File: config.mk
export PLATFORM = sky130hd
export DESIGN_NAME = http_byte_range_decider
export DESIGN_NICKNAME = d
export VERILOG_FILES = /design/src/hw/rtl/hbrd_pkg.sv /design/src/hw/rtl/hbrd_parser.sv /design/src/hw/rtl/hbrd_decider.sv /design/src/hw/rtl/http_byte_range_decider.sv
export VERILOG_INCLUDE_DIRS = /design/src /design/src/hw/rtl
export SDC_FILE = /design/constraint.sdc
export NUM_CORES = 2
export LEC_CHECK = 0
export BUFFER_PORTS_ARGS = -buffer_cell sky130_fd_sc_hd__buf_2
export CAP_MARGIN = 15
export CELL_PAD_IN_SITES_DETAIL_PLACEMENT = 0
export CELL_PAD_IN_SITES_GLOBAL_PLACEMENT = 1
export CORE_MARGIN = 10
export CORE_UTILIZATION = 40
export CTS_CLUSTER_DIAMETER = 150
export CTS_CLUSTER_SIZE = 30
export DETAILED_ROUTE_END_ITERATION = 10
export HOLD_SLACK_MARGIN = 0.02
export PLACE_DENSITY = 0.78
export SYNTH_ARGS = -nofsm -noshare
export SYNTH_HDL_FRONTEND = slang
export SYNTH_SLANG_ARGS = --single-unit
File: constraint.sdc
create_clock -name clk -period 16.55 [get_ports clk]
set_input_delay 0.8275 -clock clk [delete_from_list [all_inputs] [get_ports clk]]
set_output_delay 0.8275 -clock clk [all_outputs]
set_load 0.1 [all_outputs]
File: src/hw/rtl/http_byte_range_decider_macros.svh
// Assertion macros shared by the byte-range decider RTL.
// Expects a clock named clk and an active-low reset named arst_n in scope.
`ifndef HTTP_BYTE_RANGE_DECIDER_MACROS_SVH
`define HTTP_BYTE_RANGE_DECIDER_MACROS_SVH

// Same-cycle implication, checked outside reset.
`define HBRD_ASSERT_IMP(lbl, ante, cons) \
	lbl: assert property (@(posedge clk) disable iff (!arst_n) (ante) |-> (cons)) \
		else $error("hbrd assertion failed");

// Next-cycle implication, checked outside reset.
`define HBRD_ASSERT_NXT(lbl, ante, cons) \
	lbl: assert property (@(posedge clk) disable iff (!arst_n) (ante) |=> (cons)) \
		else $error("hbrd assertion failed");

`endif

File: src/hw/rtl/hbrd_pkg.sv
// Shared types, codes and character helpers for the byte-range decider.
// No dependencies; imported by every RTL module of the block.
package hbrd_pkg;

	// Port field widths
	localparam int FIELD_W     = 63;
	localparam int CHAR_W      = 8;
	localparam int IN_TDATA_W  = 72;
	localparam int OUT_TDATA_W = 128;
	localparam int CFG_IDX_W   = 1;

	// Configuration register indexes
	localparam logic [CFG_IDX_W-1:0] CFG_CAP_LENGTH     = 1'b0;
	localparam logic [CFG_IDX_W-1:0] CFG_FULL_THRESHOLD = 1'b1;

	// Response decision codes
	typedef enum logic [1:0] {
		DEC_FULL      = 2'd0,
		DEC_PARTIAL   = 2'd1,
		DEC_TOO_LARGE = 2'd2,
		DEC_UNSAT     = 2'd3
	} dec_t;

	// Parser phases, one-hot
	typedef enum logic [12:0] {
		PH_U_LEAD  = 13'h0001,
		PH_U_WORD  = 13'h0002,
		PH_U_TAIL  = 13'h0004,
		PH_L_LEAD  = 13'h0008,
		PH_L_SIGN  = 13'h0010,
		PH_L_DIG   = 13'h0020,
		PH_L_TRAIL = 13'h0040,
		PH_R_LEAD  = 13'h0080,
		PH_R_SIGN  = 13'h0100,
		PH_R_DIG   = 13'h0200,
		PH_R_TRAIL = 13'h0400,
		PH_CLOSED  = 13'h0800,
		PH_DEAD    = 13'h1000
	} phase_t;

	// Token flags gathered while parsing the spec
	typedef struct packed {
		logic lhs_nonempty;
		logic suffix;
		logic rhs_nonempty;
		logic rhs_present;
	} flags_t;

	// Control part of a finished header, handed from parser to decider
	typedef struct packed {
		logic ok;
		logic suffix;
		logic rhs_present;
	} snap_ctl_t;

	// Characters
	localparam logic [CHAR_W-1:0] CH_TAB     = 8'h09;
	localparam logic [CHAR_W-1:0] CH_LF      = 8'h0A;
	localparam logic [CHAR_W-1:0] CH_CR      = 8'h0D;
	localparam logic [CHAR_W-1:0] CH_SPACE   = 8'h20;
	localparam logic [CHAR_W-1:0] CH_PLUS    = 8'h2B;
	localparam logic [CHAR_W-1:0] CH_COMMA   = 8'h2C;
	localparam logic [CHAR_W-1:0] CH_DASH    = 8'h2D;
	localparam logic [CHAR_W-1:0] CH_ZERO    = 8'h30;
	localparam logic [CHAR_W-1:0] CH_NINE    = 8'h39;
	localparam logic [CHAR_W-1:0] CH_EQUALS  = 8'h3D;
	localparam logic [CHAR_W-1:0] CH_UPPER_A = 8'h41;
	localparam logic [CHAR_W-1:0] CH_UPPER_Z = 8'h5A;
	localparam logic [CHAR_W-1:0] CASE_DIFF  = 8'h20;

	// Unit word "bytes"
	localparam logic [2:0] UNIT_LEN = 3'd5;

	function automatic logic [CHAR_W-1:0] unit_char(input logic [2:0] pos);
		logic [CHAR_W-1:0] ch;
		unique case (pos)
			3'd0: ch = 8'h62;
			3'd1: ch = 8'h79;
			3'd2: ch = 8'h74;
			3'd3: ch = 8'h65;
			3'd4: ch = 8'h73;
			default: ch = 8'h00;
		endcase
		return ch;
	endfunction

	function automatic logic is_st(input logic [CHAR_W-1:0] c);
		return (c == CH_SPACE) || (c == CH_TAB);
	endfunction

	// LF, VT, FF, CR
	function automatic logic is_ws4(input logic [CHAR_W-1:0] c);
		return (c >= CH_LF) && (c <= CH_CR);
	endfunction

	function automatic logic is_dig(input logic [CHAR_W-1:0] c);
		return (c >= CH_ZERO) && (c <= CH_NINE);
	endfunction

	function automatic logic [CHAR_W-1:0] to_lower(input logic [CHAR_W-1:0] c);
		return ((c >= CH_UPPER_A) && (c <= CH_UPPER_Z)) ? c + CASE_DIFF : c;
	endfunction

endpackage

File: src/hw/rtl/hbrd_parser.sv
// Input register and Range header parser: one byte per cycle, but a final byte waits until the snapshot is taken.
// Depends on hbrd_pkg and the assertion macros header.
`include "http_byte_range_decider_macros.svh"

module hbrd_parser
	import hbrd_pkg::*;
#(
	parameter int SIZE_BITS = 63
) (
	input  logic                 clk,
	input  logic                 arst_n,
	input  logic                 in_valid,
	output logic                 in_ready,
	input  logic [CHAR_W-1:0]    in_char,
	input  logic                 in_present,
	input  logic                 in_final,
	input  logic [FIELD_W-1:0]   in_size,
	output logic                 snap_valid,
	input  logic                 snap_ready,
	output snap_ctl_t            snap_ctl,
	output logic [SIZE_BITS-1:0] snap_left,
	output logic [SIZE_BITS-1:0] snap_right,
	output logic [SIZE_BITS-1:0] snap_size
);

	localparam int ACC_W = SIZE_BITS + 4;

	// Input stage
	logic                 valid_s1;
	logic [CHAR_W-1:0]    char_s1;
	logic                 present_s1;
	logic                 final_s1;
	logic [SIZE_BITS-1:0] size_s1;

	// Parser state
	phase_t               phase_q;
	logic [2:0]           upos_q;
	logic [SIZE_BITS-1:0] left_q;
	logic [SIZE_BITS-1:0] right_q;
	flags_t               flags_q;
	logic                 invalid_q;

	// Next-state values
	phase_t               phase_n;
	logic [2:0]           upos_n;
	logic [SIZE_BITS-1:0] left_n;
	logic [SIZE_BITS-1:0] right_n;
	flags_t               flags_n;
	logic                 invalid_n;
	logic                 dead;

	logic [ACC_W-1:0]     digit_ext;
	logic [ACC_W-1:0]     acc_left;
	logic [ACC_W-1:0]     acc_right;
	logic                 ovf_left;
	logic                 ovf_right;
	logic [SIZE_BITS-1:0] first_digit;
	logic                 rlead_close;

	logic                 snap_take;
	logic                 consume;
	snap_ctl_t            ctl_n;

	// Handshake: a non-final byte never waits on the result side
	assign snap_take = !snap_valid || snap_ready;
	assign consume   = valid_s1 && (!final_s1 || snap_take);
	assign in_ready  = !valid_s1 || consume;

	always_ff @(posedge clk or negedge arst_n) begin
		if (!arst_n) begin
			valid_s1 <= 1'b0;
		end else begin
			valid_s1 <= (in_valid && in_ready) || (valid_s1 && !consume);
		end
	end

	always_ff @(posedge clk) begin
		if (in_valid && in_ready) begin
			char_s1    <= in_char;
			present_s1 <= in_present;
			final_s1   <= in_final;
			size_s1    <= in_size[SIZE_BITS-1:0];
		end
	end

	// Decimal accumulate: v*10 + d, overflow when top bits are set
	assign digit_ext   = ACC_W'(char_s1[3:0]);
	assign first_digit = SIZE_BITS'(char_s1[3:0]);
	assign acc_left    = (ACC_W'(left_q) << 3) + (ACC_W'(left_q) << 1) + digit_ext;
	assign acc_right   = (ACC_W'(right_q) << 3) + (ACC_W'(right_q) << 1) + digit_ext;
	assign ovf_left    = |acc_left[ACC_W-1:SIZE_BITS];
	assign ovf_right   = |acc_right[ACC_W-1:SIZE_BITS];

	// Empty right side may close only for "first-" without stray whitespace
	assign rlead_close = !(flags_q.rhs_nonempty || flags_q.suffix);

	// Per-byte parser step
	always_comb begin
		phase_n   = phase_q;
		upos_n    = upos_q;
		left_n    = left_q;
		right_n   = right_q;
		flags_n   = flags_q;
		invalid_n = invalid_q;
		dead      = 1'b0;
		if (present_s1) begin
			unique case (phase_q)
				PH_U_LEAD: begin
					if (!is_st(char_s1)) begin
						if (to_lower(char_s1) == unit_char(3'd0)) begin
							upos_n  = 3'd1;
							phase_n = PH_U_WORD;
						end else begin
							dead = 1'b1;
						end
					end
				end
				PH_U_WORD: begin
					if ((upos_q < UNIT_LEN) && (to_lower(char_s1) == unit_char(upos_q))) begin
						upos_n = 3'(upos_q + 3'd1);
						if (3'(upos_q + 3'd1) == UNIT_LEN) begin
							phase_n = PH_U_TAIL;
						end
					end else begin
						dead = 1'b1;
					end
				end
				PH_U_TAIL: begin
					if (!is_st(char_s1)) begin
						if (char_s1 == CH_EQUALS) phase_n = PH_L_LEAD;
						else dead = 1'b1;
					end
				end
				PH_L_LEAD: begin
					if (!is_st(char_s1)) begin
						priority if (is_ws4(char_s1)) begin
							flags_n.lhs_nonempty = 1'b1;
						end else if (char_s1 == CH_PLUS) begin
							phase_n = PH_L_SIGN;
						end else if (is_dig(char_s1)) begin
							left_n  = first_digit;
							phase_n = PH_L_DIG;
						end else if ((char_s1 == CH_DASH) && !flags_q.lhs_nonempty) begin
							flags_n.suffix = 1'b1;
							phase_n        = PH_R_LEAD;
						end else begin
							dead = 1'b1;
						end
					end
				end
				PH_L_SIGN: begin
					if (is_dig(char_s1)) begin
						left_n  = first_digit;
						phase_n = PH_L_DIG;
					end else begin
						dead = 1'b1;
					end
				end
				PH_L_DIG: begin
					priority if (is_dig(char_s1)) begin
						if (ovf_left) dead = 1'b1;
						else left_n = acc_left[SIZE_BITS-1:0];
					end else if (is_st(char_s1)) begin
						phase_n = PH_L_TRAIL;
					end else if (char_s1 == CH_DASH) begin
						phase_n = PH_R_LEAD;
					end else begin
						dead = 1'b1;
					end
				end
				PH_L_TRAIL: begin
					if (!is_st(char_s1)) begin
						if (char_s1 == CH_DASH) phase_n = PH_R_LEAD;
						else dead = 1'b1;
					end
				end
				PH_R_LEAD: begin
					if (!is_st(char_s1)) begin
						priority if (is_ws4(char_s1)) begin
							flags_n.rhs_nonempty = 1'b1;
						end else if (char_s1 == CH_PLUS) begin
							phase_n = PH_R_SIGN;
						end else if (is_dig(char_s1)) begin
							right_n             = first_digit;
							flags_n.rhs_present = 1'b1;
							phase_n             = PH_R_DIG;
						end else if (char_s1 == CH_COMMA) begin
							if (rlead_close) phase_n = PH_CLOSED;
							else dead = 1'b1;
						end else begin
							dead = 1'b1;
						end
					end
				end
				PH_R_SIGN: begin
					if (is_dig(char_s1)) begin
						right_n             = first_digit;
						flags_n.rhs_present = 1'b1;
						phase_n             = PH_R_DIG;
					end else begin
						dead = 1'b1;
					end
				end
				PH_R_DIG: begin
					priority if (is_dig(char_s1)) begin
						if (ovf_right) dead = 1'b1;
						else right_n = acc_right[SIZE_BITS-1:0];
					end else if (is_st(char_s1)) begin
						phase_n = PH_R_TRAIL;
					end else if (char_s1 == CH_COMMA) begin
						phase_n = PH_CLOSED;
					end else begin
						dead = 1'b1;
					end
				end
				PH_R_TRAIL: begin
					if (!is_st(char_s1)) begin
						if (char_s1 == CH_COMMA) phase_n = PH_CLOSED;
						else dead = 1'b1;
					end
				end
				PH_CLOSED: begin
				end
				PH_DEAD: begin
					dead = 1'b1;
				end
				default: begin
					dead = 1'b1;
				end
			endcase
			if (dead) begin
				phase_n   = PH_DEAD;
				invalid_n = 1'b1;
			end
		end
	end

	// Spec validity at end of header
	always_comb begin
		ctl_n.suffix      = flags_n.suffix;
		ctl_n.rhs_present = flags_n.rhs_present;
		ctl_n.ok          = !invalid_n && ((phase_n == PH_CLOSED) ||
			(phase_n == PH_R_DIG) || (phase_n == PH_R_TRAIL) ||
			((phase_n == PH_R_LEAD) && !(flags_n.rhs_nonempty || flags_n.suffix)));
	end

	// Parser state: cleared after every final byte
	always_ff @(posedge clk or negedge arst_n) begin
		if (!arst_n) begin
			phase_q   <= PH_U_LEAD;
			upos_q    <= 3'd0;
			left_q    <= '0;
			right_q   <= '0;
			flags_q   <= '0;
			invalid_q <= 1'b0;
		end else if (consume) begin
			if (final_s1) begin
				phase_q   <= PH_U_LEAD;
				upos_q    <= 3'd0;
				left_q    <= '0;
				right_q   <= '0;
				flags_q   <= '0;
				invalid_q <= 1'b0;
			end else begin
				phase_q   <= phase_n;
				upos_q    <= upos_n;
				left_q    <= left_n;
				right_q   <= right_n;
				flags_q   <= flags_n;
				invalid_q <= invalid_n;
			end
		end
	end

	// Snapshot stage toward the decider
	always_ff @(posedge clk or negedge arst_n) begin
		if (!arst_n) begin
			snap_valid <= 1'b0;
		end else begin
			snap_valid <= (consume && final_s1) || (snap_valid && !snap_ready);
		end
	end

	always_ff @(posedge clk) begin
		if (consume && final_s1) begin
			snap_ctl   <= ctl_n;
			snap_left  <= left_n;
			snap_right <= right_n;
			snap_size  <= size_s1;
		end
	end

	`HBRD_ASSERT_NXT(a_clear_after_final, consume && final_s1, phase_q == PH_U_LEAD && left_q == '0)
	`HBRD_ASSERT_NXT(a_final_makes_snap, consume && final_s1, snap_valid)
	`HBRD_ASSERT_IMP(a_invalid_is_dead, invalid_q, phase_q == PH_DEAD)

endmodule

File: src/hw/rtl/hbrd_decider.sv
// Range decision: bounds check and arithmetic stage, then length cap stage.
// Depends on hbrd_pkg and the assertion macros header.
`include "http_byte_range_decider_macros.svh"

module hbrd_decider
	import hbrd_pkg::*;
#(
	parameter int SIZE_BITS = 63
) (
	input  logic                 clk,
	input  logic                 arst_n,
	input  logic                 snap_valid,
	output logic                 snap_ready,
	input  snap_ctl_t            snap_ctl,
	input  logic [SIZE_BITS-1:0] snap_left,
	input  logic [SIZE_BITS-1:0] snap_right,
	input  logic [SIZE_BITS-1:0] snap_size,
	input  logic [SIZE_BITS-1:0] cap_length,
	input  logic [SIZE_BITS-1:0] full_threshold,
	output logic                 out_valid,
	input  logic                 out_ready,
	output dec_t                 out_decision,
	output logic [SIZE_BITS-1:0] out_start,
	output logic [SIZE_BITS-1:0] out_length
);

	// Decision stage
	logic                 valid_s3;
	dec_t                 dec_s3;
	logic [SIZE_BITS-1:0] start_s3;
	logic [SIZE_BITS-1:0] len_s3;

	// Output register
	logic                 out_valid_q;
	dec_t                 dec_q;
	logic [SIZE_BITS-1:0] start_q;
	logic [SIZE_BITS-1:0] len_q;

	logic                 out_take;
	logic                 s3_take;

	dec_t                 dec_c;
	logic [SIZE_BITS-1:0] start_c;
	logic [SIZE_BITS-1:0] len_c;
	logic [SIZE_BITS-1:0] size_m1;
	logic [SIZE_BITS-1:0] suffix_n;
	logic [SIZE_BITS-1:0] last_pos;
	logic                 bad;

	assign out_take   = !out_valid_q || out_ready;
	assign s3_take    = !valid_s3 || out_take;
	assign snap_ready = s3_take;

	assign size_m1  = snap_size - SIZE_BITS'(1);
	assign suffix_n = (snap_right > snap_size) ? snap_size : snap_right;
	assign last_pos = (snap_ctl.rhs_present && (snap_right < size_m1)) ? snap_right : size_m1;
	assign bad      = !snap_ctl.ok ||
		(!snap_ctl.suffix && snap_ctl.rhs_present && (snap_right < snap_left));

	// Classify and compute offset and raw length
	always_comb begin
		dec_c   = DEC_FULL;
		start_c = '0;
		len_c   = '0;
		priority if (bad) begin
			if (snap_size > full_threshold) begin
				dec_c = DEC_TOO_LARGE;
			end else begin
				dec_c = DEC_FULL;
				len_c = snap_size;
			end
		end else if (snap_ctl.suffix) begin
			if (snap_right == '0) begin
				dec_c = DEC_UNSAT;
			end else begin
				dec_c   = DEC_PARTIAL;
				start_c = snap_size - suffix_n;
				len_c   = suffix_n;
			end
		end else if (snap_left >= snap_size) begin
			dec_c = DEC_UNSAT;
		end else begin
			dec_c   = DEC_PARTIAL;
			start_c = snap_left;
			len_c   = last_pos - snap_left + SIZE_BITS'(1);
		end
	end

	always_ff @(posedge clk or negedge arst_n) begin
		if (!arst_n) begin
			valid_s3 <= 1'b0;
		end else if (s3_take) begin
			valid_s3 <= snap_valid;
		end
	end

	always_ff @(posedge clk) begin
		if (s3_take && snap_valid) begin
			dec_s3   <= dec_c;
			start_s3 <= start_c;
			len_s3   <= len_c;
		end
	end

	// Cap the length of a partial answer
	always_ff @(posedge clk or negedge arst_n) begin
		if (!arst_n) begin
			out_valid_q <= 1'b0;
		end else if (out_take) begin
			out_valid_q <= valid_s3;
		end
	end

	always_ff @(posedge clk) begin
		if (out_take && valid_s3) begin
			dec_q   <= dec_s3;
			start_q <= start_s3;
			len_q   <= ((dec_s3 == DEC_PARTIAL) && (len_s3 > cap_length)) ? cap_length : len_s3;
		end
	end

	assign out_valid    = out_valid_q;
	assign out_decision = dec_q;
	assign out_start    = start_q;
	assign out_length   = len_q;

	`HBRD_ASSERT_NXT(a_s3_reaches_out, valid_s3 && out_take, out_valid_q)
	`HBRD_ASSERT_IMP(a_error_is_empty, out_valid_q && (dec_q == DEC_TOO_LARGE || dec_q == DEC_UNSAT), start_q == '0 && len_q == '0)
	`HBRD_ASSERT_IMP(a_full_from_zero, out_valid_q && dec_q == DEC_FULL, start_q == '0)

endmodule

File: src/hw/rtl/http_byte_range_decider.sv
// Top level of the HTTP byte-range decider: stream ports, config registers.
// Depends on hbrd_pkg, hbrd_parser and hbrd_decider.
//
// Takes an HTTP Range header one byte per transfer on the slave stream
// (tlast marks the last byte, tuser says whether the byte is real) and,
// for each header, gives one decision on the master stream: full 200,
// partial 206, too large 413 or unsatisfiable 416, with the start offset
// and the byte count to send. One byte is taken every clock cycle, but a
// last byte may wait; the parser advances its state once per byte, so
// that loop sets the rate. A decision for a last byte passes from the input
// register through the parser snapshot, the bounds and length arithmetic
// and the length cap to the output register. Bytes that are not last keep
// flowing while a decision waits on the master side; only a last byte
// waits for room. cap_length and full_threshold reset to all ones. The user
// writes them only while no header is in flight; the block does not enforce it.
module http_byte_range_decider
	import hbrd_pkg::*;
#(
	parameter int SIZE_BITS = 63
) (
	input  logic                   clk,
	input  logic                   arst_n,
	// Configuration writes
	input  logic                   cfg_we,
	input  logic [CFG_IDX_W-1:0]   cfg_index,
	input  logic [FIELD_W-1:0]     cfg_data,
	// Header byte stream
	input  logic                   s_axis_tvalid,
	output logic                   s_axis_tready,
	input  logic [IN_TDATA_W-1:0]  s_axis_tdata,  // header_char[7:0], resource_size[70:8]
	input  logic [0:0]             s_axis_tuser,  // char_present[0]
	input  logic                   s_axis_tlast,  // final_char
	// Decision stream
	output logic                   m_axis_tvalid,
	input  logic                   m_axis_tready,
	output logic [OUT_TDATA_W-1:0] m_axis_tdata,  // start_offset[62:0], send_length[125:63]
	output logic [1:0]             m_axis_tuser   // decision[1:0]
);

	logic [SIZE_BITS-1:0] cap_q;
	logic [SIZE_BITS-1:0] thr_q;

	logic                 snap_valid;
	logic                 snap_ready;
	snap_ctl_t            snap_ctl;
	logic [SIZE_BITS-1:0] snap_left;
	logic [SIZE_BITS-1:0] snap_right;
	logic [SIZE_BITS-1:0] snap_size;

	dec_t                 decision;
	logic [SIZE_BITS-1:0] start_off;
	logic [SIZE_BITS-1:0] send_len;

	// Config registers, low SIZE_BITS bits kept
	always_ff @(posedge clk or negedge arst_n) begin
		if (!arst_n) begin
			cap_q <= '1;
			thr_q <= '1;
		end else if (cfg_we) begin
			unique case (cfg_index)
				CFG_CAP_LENGTH:     cap_q <= cfg_data[SIZE_BITS-1:0];
				CFG_FULL_THRESHOLD: thr_q <= cfg_data[SIZE_BITS-1:0];
				default: begin
				end
			endcase
		end
	end

	hbrd_parser #(
		.SIZE_BITS(SIZE_BITS)
	) u_parser (
		.clk       (clk),
		.arst_n    (arst_n),
		.in_valid  (s_axis_tvalid),
		.in_ready  (s_axis_tready),
		.in_char   (s_axis_tdata[CHAR_W-1:0]),
		.in_present(s_axis_tuser[0]),
		.in_final  (s_axis_tlast),
		.in_size   (s_axis_tdata[CHAR_W+FIELD_W-1:CHAR_W]),
		.snap_valid(snap_valid),
		.snap_ready(snap_ready),
		.snap_ctl  (snap_ctl),
		.snap_left (snap_left),
		.snap_right(snap_right),
		.snap_size (snap_size)
	);

	hbrd_decider #(
		.SIZE_BITS(SIZE_BITS)
	) u_decider (
		.clk           (clk),
		.arst_n        (arst_n),
		.snap_valid    (snap_valid),
		.snap_ready    (snap_ready),
		.snap_ctl      (snap_ctl),
		.snap_left     (snap_left),
		.snap_right    (snap_right),
		.snap_size     (snap_size),
		.cap_length    (cap_q),
		.full_threshold(thr_q),
		.out_valid     (m_axis_tvalid),
		.out_ready     (m_axis_tready),
		.out_decision  (decision),
		.out_start     (start_off),
		.out_length    (send_len)
	);

	// Pack the result, zero-extended to the port field widths
	assign m_axis_tuser = decision;
	assign m_axis_tdata = {
		(OUT_TDATA_W - 2 * FIELD_W)'(0),
		FIELD_W'(send_len),
		FIELD_W'(start_off)
	};

endmodule
# Yosys cells after proc, flatten, opt, wreduce, memory -nomap -nowiden
# Cells that the tools add are included.
dict set report classes {
  add_sub_neg 10
  mul 0
  n_div 0
  order_cmp 13
  eq_ne 34
  shifts 0
  mux 121
  n_bitwise 1
  n_reduce_logical 57
}
# op n
set ops {}
lappend ops {{63-bit two-way mux} 27}
lappend ops {{13-bit two-way mux} 30}
lappend ops {{63-bit one-hot mux with 3 select lines} 2}
lappend ops {{63-bit greater-than comparator} 3}
lappend ops {{13-bit one-hot mux with 11 select lines} 1}
lappend ops {{66-bit by 64-bit adder with 67-bit output} 2}
lappend ops {{67-bit by 4-bit adder with 67-bit output} 2}
lappend ops {{63-bit < comparator} 2}
lappend ops {{63-bit subtractor} 2}
lappend ops {{63-bit by 1-bit adder with 63-bit output (second input constant)} 1}
lappend ops {{63-bit >= comparator} 1}
lappend ops {{63-bit logical NOT} 1}
lappend ops {{63-bit by 1-bit subtractor with 63-bit output (second input constant)} 1}
lappend ops {{8-bit by 6-bit equality test with 1-bit output (second input constant)} 5}
lappend ops {{1-bit two-way mux} 39}
lappend ops {{7-bit one-hot mux with 5 select lines} 1}
lappend ops {{13-bit by 10-bit equality test with 1-bit output (second input constant)} 2}
lappend ops {{13-bit by 11-bit equality test with 1-bit output (second input constant)} 2}
lappend ops {{13-bit by 12-bit equality test with 1-bit output (second input constant)} 2}
lappend ops {{13-bit by 8-bit equality test with 1-bit output (second input constant)} 2}
lappend ops {{8-bit two-way mux} 3}
lappend ops {{1-bit logical AND} 18}
lappend ops {{2-bit two-way mux} 8}
lappend ops {{3-bit two-way mux} 5}
lappend ops {{42 further kinds} 74}
dict set report totals {
  register_bits 798
  latchBits 0
  ram_bits 0
  romBits 0
  in_bits 143
  output_inout_bits 132
  word_cells 267
  memories 0
}

# Depth between registers and ports, before layout
dict set report depth {
  word_depth 16
  mapped_depth 45
  depth_no_buf 43
}

# Cells and area by module
# Synthesis repeated with hierarchy kept, for this count alone.
dict set report unflattened {
  cells_unflattened 6073
  area_unflattened_um2 60765.8
}
# module n_inst cells_each area_per_inst_um2 seq_area_each_um2
set by_module_without_submodules {}
lappend by_module_without_submodules {hbrd_decider 1 3425 29950.0 7737.4}
lappend by_module_without_submodules {hbrd_parser 1 2378 25609.6 11687.5}
lappend by_module_without_submodules {http_byte_range_decider 1 270 5206.2 3310.7}

# Least setup slack after synthesis
# Ideal clock, no wire load.
dict set report synth_timing {
  path_type {register -> register}
  start {register u_decider.out_valid_q, in the netlist u_decider.out_valid}
  end {register u_decider.dec_s3[0] (enable)}
  setup_ns 0.811
  t_arrival_ns 10.322
  required_ns 15.739
  setup_slack_ns 5.418
  path_stages_with_launch 3
  path_buffers 0
  period_less_slack_ns 11.132
  path_cell_list {dfrtp_1 > nor2b_1 > a21boi_0}
}
dict set report synth_between {
  elab_chain_len 4
}
# element line_no
set synth_lines {}
lappend synth_lines {{start, declared} hbrd_decider.sv:34} ;# logic out_valid_q;
lappend synth_lines {{start signal, assigned} hbrd_decider.sv:110} ;# out_valid_q <= valid_s3;
lappend synth_lines {{1-bit logical NOT} hbrd_decider.sv:50} ;# assign out_take = !out_valid_q || out_ready;
lappend synth_lines {{1-bit logical OR} hbrd_decider.sv:50}
lappend synth_lines {{1-bit logical OR} hbrd_decider.sv:51} ;# assign s3_take = !valid_s3 || out_take;
lappend synth_lines {{1-bit logical AND} hbrd_decider.sv:98} ;# if (s3_take && snap_valid) begin
lappend synth_lines {{end signal, assigned} hbrd_decider.sv:99} ;# dec_s3 <= dec_c;
lappend synth_lines {{end, declared} hbrd_decider.sv:29} ;# dec_t dec_s3;
# No other way between the ends.
# A chain may end at the register's enable or synchronous reset.

# Final worst setup path
dict set report layout_timing {
  start {register u_parser.snap_size[7]}
  end {register u_decider.len_s3[61] (data pin)}
}
dict set report layout_between {
  elab_chain_len 9
  elab_cells_between_ends 15
  cone_classes {3 x add/sub; 4 x order compare; 7 x mux; 1 x reduce/logical}
}
# element line_no
set layout_lines {}
lappend layout_lines {{start, declared} hbrd_parser.sv:23} ;# output logic [SIZE_BITS-1:0] snap_size
lappend layout_lines {{start signal, assigned} hbrd_parser.sv:289} ;# snap_size <= size_s1;
lappend layout_lines {{63-bit by 1-bit subtractor with 63-bit output} hbrd_decider.sv:54} ;# assign size_m1 = snap_size - SIZE_BITS'(1);
lappend layout_lines {{63-bit < comparator} hbrd_decider.sv:56} ;# assign last_pos = (snap_ctl.rhs_present && (snap_right < size_m1)) ? snap_right : size_m1;
lappend layout_lines {{1-bit logical AND} hbrd_decider.sv:56}
lappend layout_lines {{63-bit two-way mux} hbrd_decider.sv:56}
lappend layout_lines {{63-bit subtractor} hbrd_decider.sv:85} ;# len_c = last_pos - snap_left + SIZE_BITS'(1);
lappend layout_lines {{63-bit by 1-bit adder with 63-bit output} hbrd_decider.sv:85}
lappend layout_lines {{63-bit two-way mux} hbrd_decider.sv:80} ;# end else if (snap_left >= snap_size) begin
lappend layout_lines {{63-bit two-way mux} hbrd_decider.sv:72} ;# end else if (snap_ctl.suffix) begin
lappend layout_lines {{63-bit two-way mux (*)} hbrd_decider.sv:65} ;# priority if (bad) begin
lappend layout_lines {{named net u_decider.len_c[61]} hbrd_decider.sv:44} ;# logic [SIZE_BITS-1:0] len_c;
lappend layout_lines {{end signal, assigned} hbrd_decider.sv:101} ;# len_s3 <= len_c;
lappend layout_lines {{end, declared} hbrd_decider.sv:31} ;# logic [SIZE_BITS-1:0] len_s3;
# The timed path passes the listed nets; every way through them passes the cells marked *.

==> flow_summary_export.csv <==
group,metric,value,unit
cts,cts-root-buf,"clkbuf_16",
die,core,0.146,mm2
pwr,power-per-cell-area,75.9,mW/mm2
die,io_pins,275,
placement,numPortBuffers,271,
cts,post_cts_buffers,0,
grt,grt_max_degree,111,
timing,relSlewSlack,23.5,%
cts,cts_resized,0,
final_layout,nets,7204,
timing,slew_violations,0,
timing,worstMarginPinSlew,1120,ps
cts,clock_sinks,798,
logic_synthesis,ys_ff_latch,798,
logic_synthesis,syn_area_per_cell,9.65,um2
die,start_util,40.4,%
final_layout,syn_to_final_growth,7.68,%
timing,fin_skew,39.6,ps
timing,period_needed,12240,ps
final_layout,final_common_cell,"ha_1",
worst_setup_path,crit_path_end_kind,"register",
outcome,status,"complete, no violations",
die,dieWidth,404,um
logic_synthesis,synth_edf_count,521,
detailed_routing,wire_per_inst,21.8,um
die,die_y,404,um
cts,clk_latency,650,ps
timing,period_share,74.0,%
detailed_routing,vias,47000,
detailed_routing,viasPerCell,5.75,
placement,globalplace.congestion,0.927,
cts,cts_tree,"yes",
logic_synthesis,seq_area_frac_synth,38.5,%
pwr,peakVddDrop,0.0000587,V
cts,cts_max_path_buffers,3,
placement,hpwlAfterDp,143,mm
worst_setup_path,start_kind,"register",
worst_setup_path,ff2ff_setup_slack,4310,ps
cts,cts_made_buffers,36,
min_path,min_path_type,"in -> async",
timing,finalSetupViolations,0,
pwr,p_leak,28.0,nW
grt,grt_usage,21.1,%
timing,setup_tns,0,ps
logic_synthesis,synth_top_area_cell,"edfxtp_1",
logic_synthesis,netlist.area_leader.share,26.5,%
timing,hold_violations,0,
cts,cts.reportedPaths.clkPinSlew,120,ps
timing,rsz0062_at_grt,"false",
logic_synthesis,syn-instance-count,6117,
final_layout,mostFrequentLayoutCells,"ha_1 (821), nand2_1 (530), a21oi_1 (522)",
worst_setup_path,crit_required,16970,ps
worst_setup_path,cp_max_fo,110,
worst_setup_path,crit_top_cell,"o21ai_0",
final_layout,layout-drive-gt1-share,10.7,%
logic_synthesis,netlist_top_cells_area,"edfxtp_1 (27%), ha_1 (17%), dfrtp_1 (6.4%), dfstp_2 (5.7%), a21oi_1 (4.4%)",
cts,postCtsHoldBufs,0,
timing,fmax,0.0817,GHz
detailed_routing,detail-route-antenna-nets,0,
grt,grt_pass1_wl,274,mm
final_layout,antenna_cells,0,
grt,gr-total-overflow,0,
die,placementRows,140,
pwr,power,4.82,mW
run,max_cap_violations,0,
grt,antenna_found_initial,1,
worst_setup_path,slowest_delay,730,ps
logic_synthesis,synthesis.area,0.0590,mm2
worst_setup_path,crit_arrival,12660,ps
die,die-area,0.163,mm2
logic_synthesis,post_synth_num_cell_types,90,
worst_setup_path,crit_slowest_cell,"o311ai_4",
detailed_routing,wirelength,179,mm
detailed_routing,drc,0,
logic_synthesis,synth_warnings,0,
detailed_routing,firstDrtPassIters,7,
cts,h-tree-depth,2,
grt,first_global_vias,45900,
logic_synthesis,synth_ff_type,"edfxtp_1",
logic_synthesis,ys_async_sr_fraction,34.7,%
detailed_routing,drtIter0Drc,3691,
worst_setup_path,critPathKind,"reg -> reg",
## metrics by stage
stage / instance area [um2] / hold slack, ps / utilization, % / setup slack, ps / std cells
2_1_floorplan: 59000 / 400 / - / 5420 / 6118
3_3_place_gp: 62300 / 404 / 42.7 / 4470 / 8112
3_5_place_dp: 62300 / 405 / 42.7 / 4340 / 8113
4_1_cts: 63500 / 175 / 43.5 / 4290 / 8179
5_1_grt: 63500 / 173 / 43.5 / 3470 / 8179
6_report: 63500 / 146 / 43.5 / 4310 / 8179
## report_power, final
part	internal [mW]	switching [mW]	leakage, nW	total [mW]
Sequential	2.31	0.109	8.31	2.42
Combinational	0.440	0.824	19.2	1.26
Clock	0.453	0.686	0.565	1.14
Total	3.20	1.62	28.0	4.82
## cell type report
class	count	area, um2
Fill cell	14100	82600
Multi-Input combinational cell	4729	34200
Timing Repair Buffer	317	1720
Clock buffer	54	1010
Sequential cell	798	22700
Tap cell	1917	2400
Clock inverter	12	179
Inverter	352	1330
## logic make-up (layout without fill, tap and decap cells)
| group | Yosys count | after routing | synth area share [%] |
|---|---|---|---|
| flops | 798 | 798 | 38.5 |
| fa+ha+maj | 827 | 827 | 17.6 |
| buf+inv | 591 | 735 | 3.78 |
| mux | 173 | 173 | 3.21 |
| simple gates | 1607 | 1607 | 13.1 |
| compound gates | 1820 | 1820 | 19.3 |
| xor+xnor | 300 | 300 | 4.47 |
| other cells | 1 | 2 | 0.00636 |
## routing by layer
metal	vias to the layer above	track usage [%]	wire (um)
met5	-	0	0
met4	0	5.32	4710
met3	168	2.08	9190
met2	1230	33.7	79700
met1	22800	30.5	85100
li1	22900	-	-
## flip-flops by register name (all words and copies together), names as in the netlist, 13 cells and up
signal	cells
u_parser.size_s1	63
u_decider.out_start	63
u_decider.out_length	63
thr_q	63
u_decider.start_s3	63
u_parser.snap_size	63
u_parser.left_q	63
u_parser.snap_right	63
u_parser.right_q	63
u_decider.len_s3	63
cap_q	63
u_parser.phase_q	13
u_parser.snap_left	63
## worst max-delay path, delay by kind of cell (launching register included)
family          cells  cell delay, ps
flops               1             630
fa+ha+maj           4            1110
simple gates       11            4010
buf+inv             3             520
xor+xnor            2             240
compound gates     18            5340
## cell usage after synthesis (all sizes together) (14+ instances only)
cell      n
nor3     76
nor4     55
a211oi   42
a22oi    55
a21o    257
a221oi   14
a22o     72
ha      821
nand4   150
nand2   533
or3      18
o31ai    21
o211ai   32
mux2i    45
a31oi    44
and3     37
buf      16
and2     28
nor2    377
o21a     43
clkbuf  223
a221o    17
dfstp   127
edfxtp  521
a21oi   523
o21bai   43
o21ai   493
dfrtp   150
nor2b    82
nand2b   77
nor3b    14
mux2    128
xor2    109
inv     351
nand3   101
xnor2   191
o22ai    27
a21boi   14
## path summary, 6_finish.rpt
kind | depth (start not counted) | start | endpoint
max | 38 | u_parser.snap_size[7] | u_decider.len_s3[61]
min | 1 | arst_n | u_parser.left_q[4]
max reg2reg | 38 | u_parser.snap_size[7] | u_decider.len_s3[61]
min reg2reg | 0 | u_parser.size_s1[31] | u_parser.snap_size[31]
max in group asynchronous | 4 | arst_n | cap_q[58]
min in group clk | 1 | s_axis_tdata[2] | u_parser.char_s1[2]
Note: power is estimated with default switching activity, not from simulation.
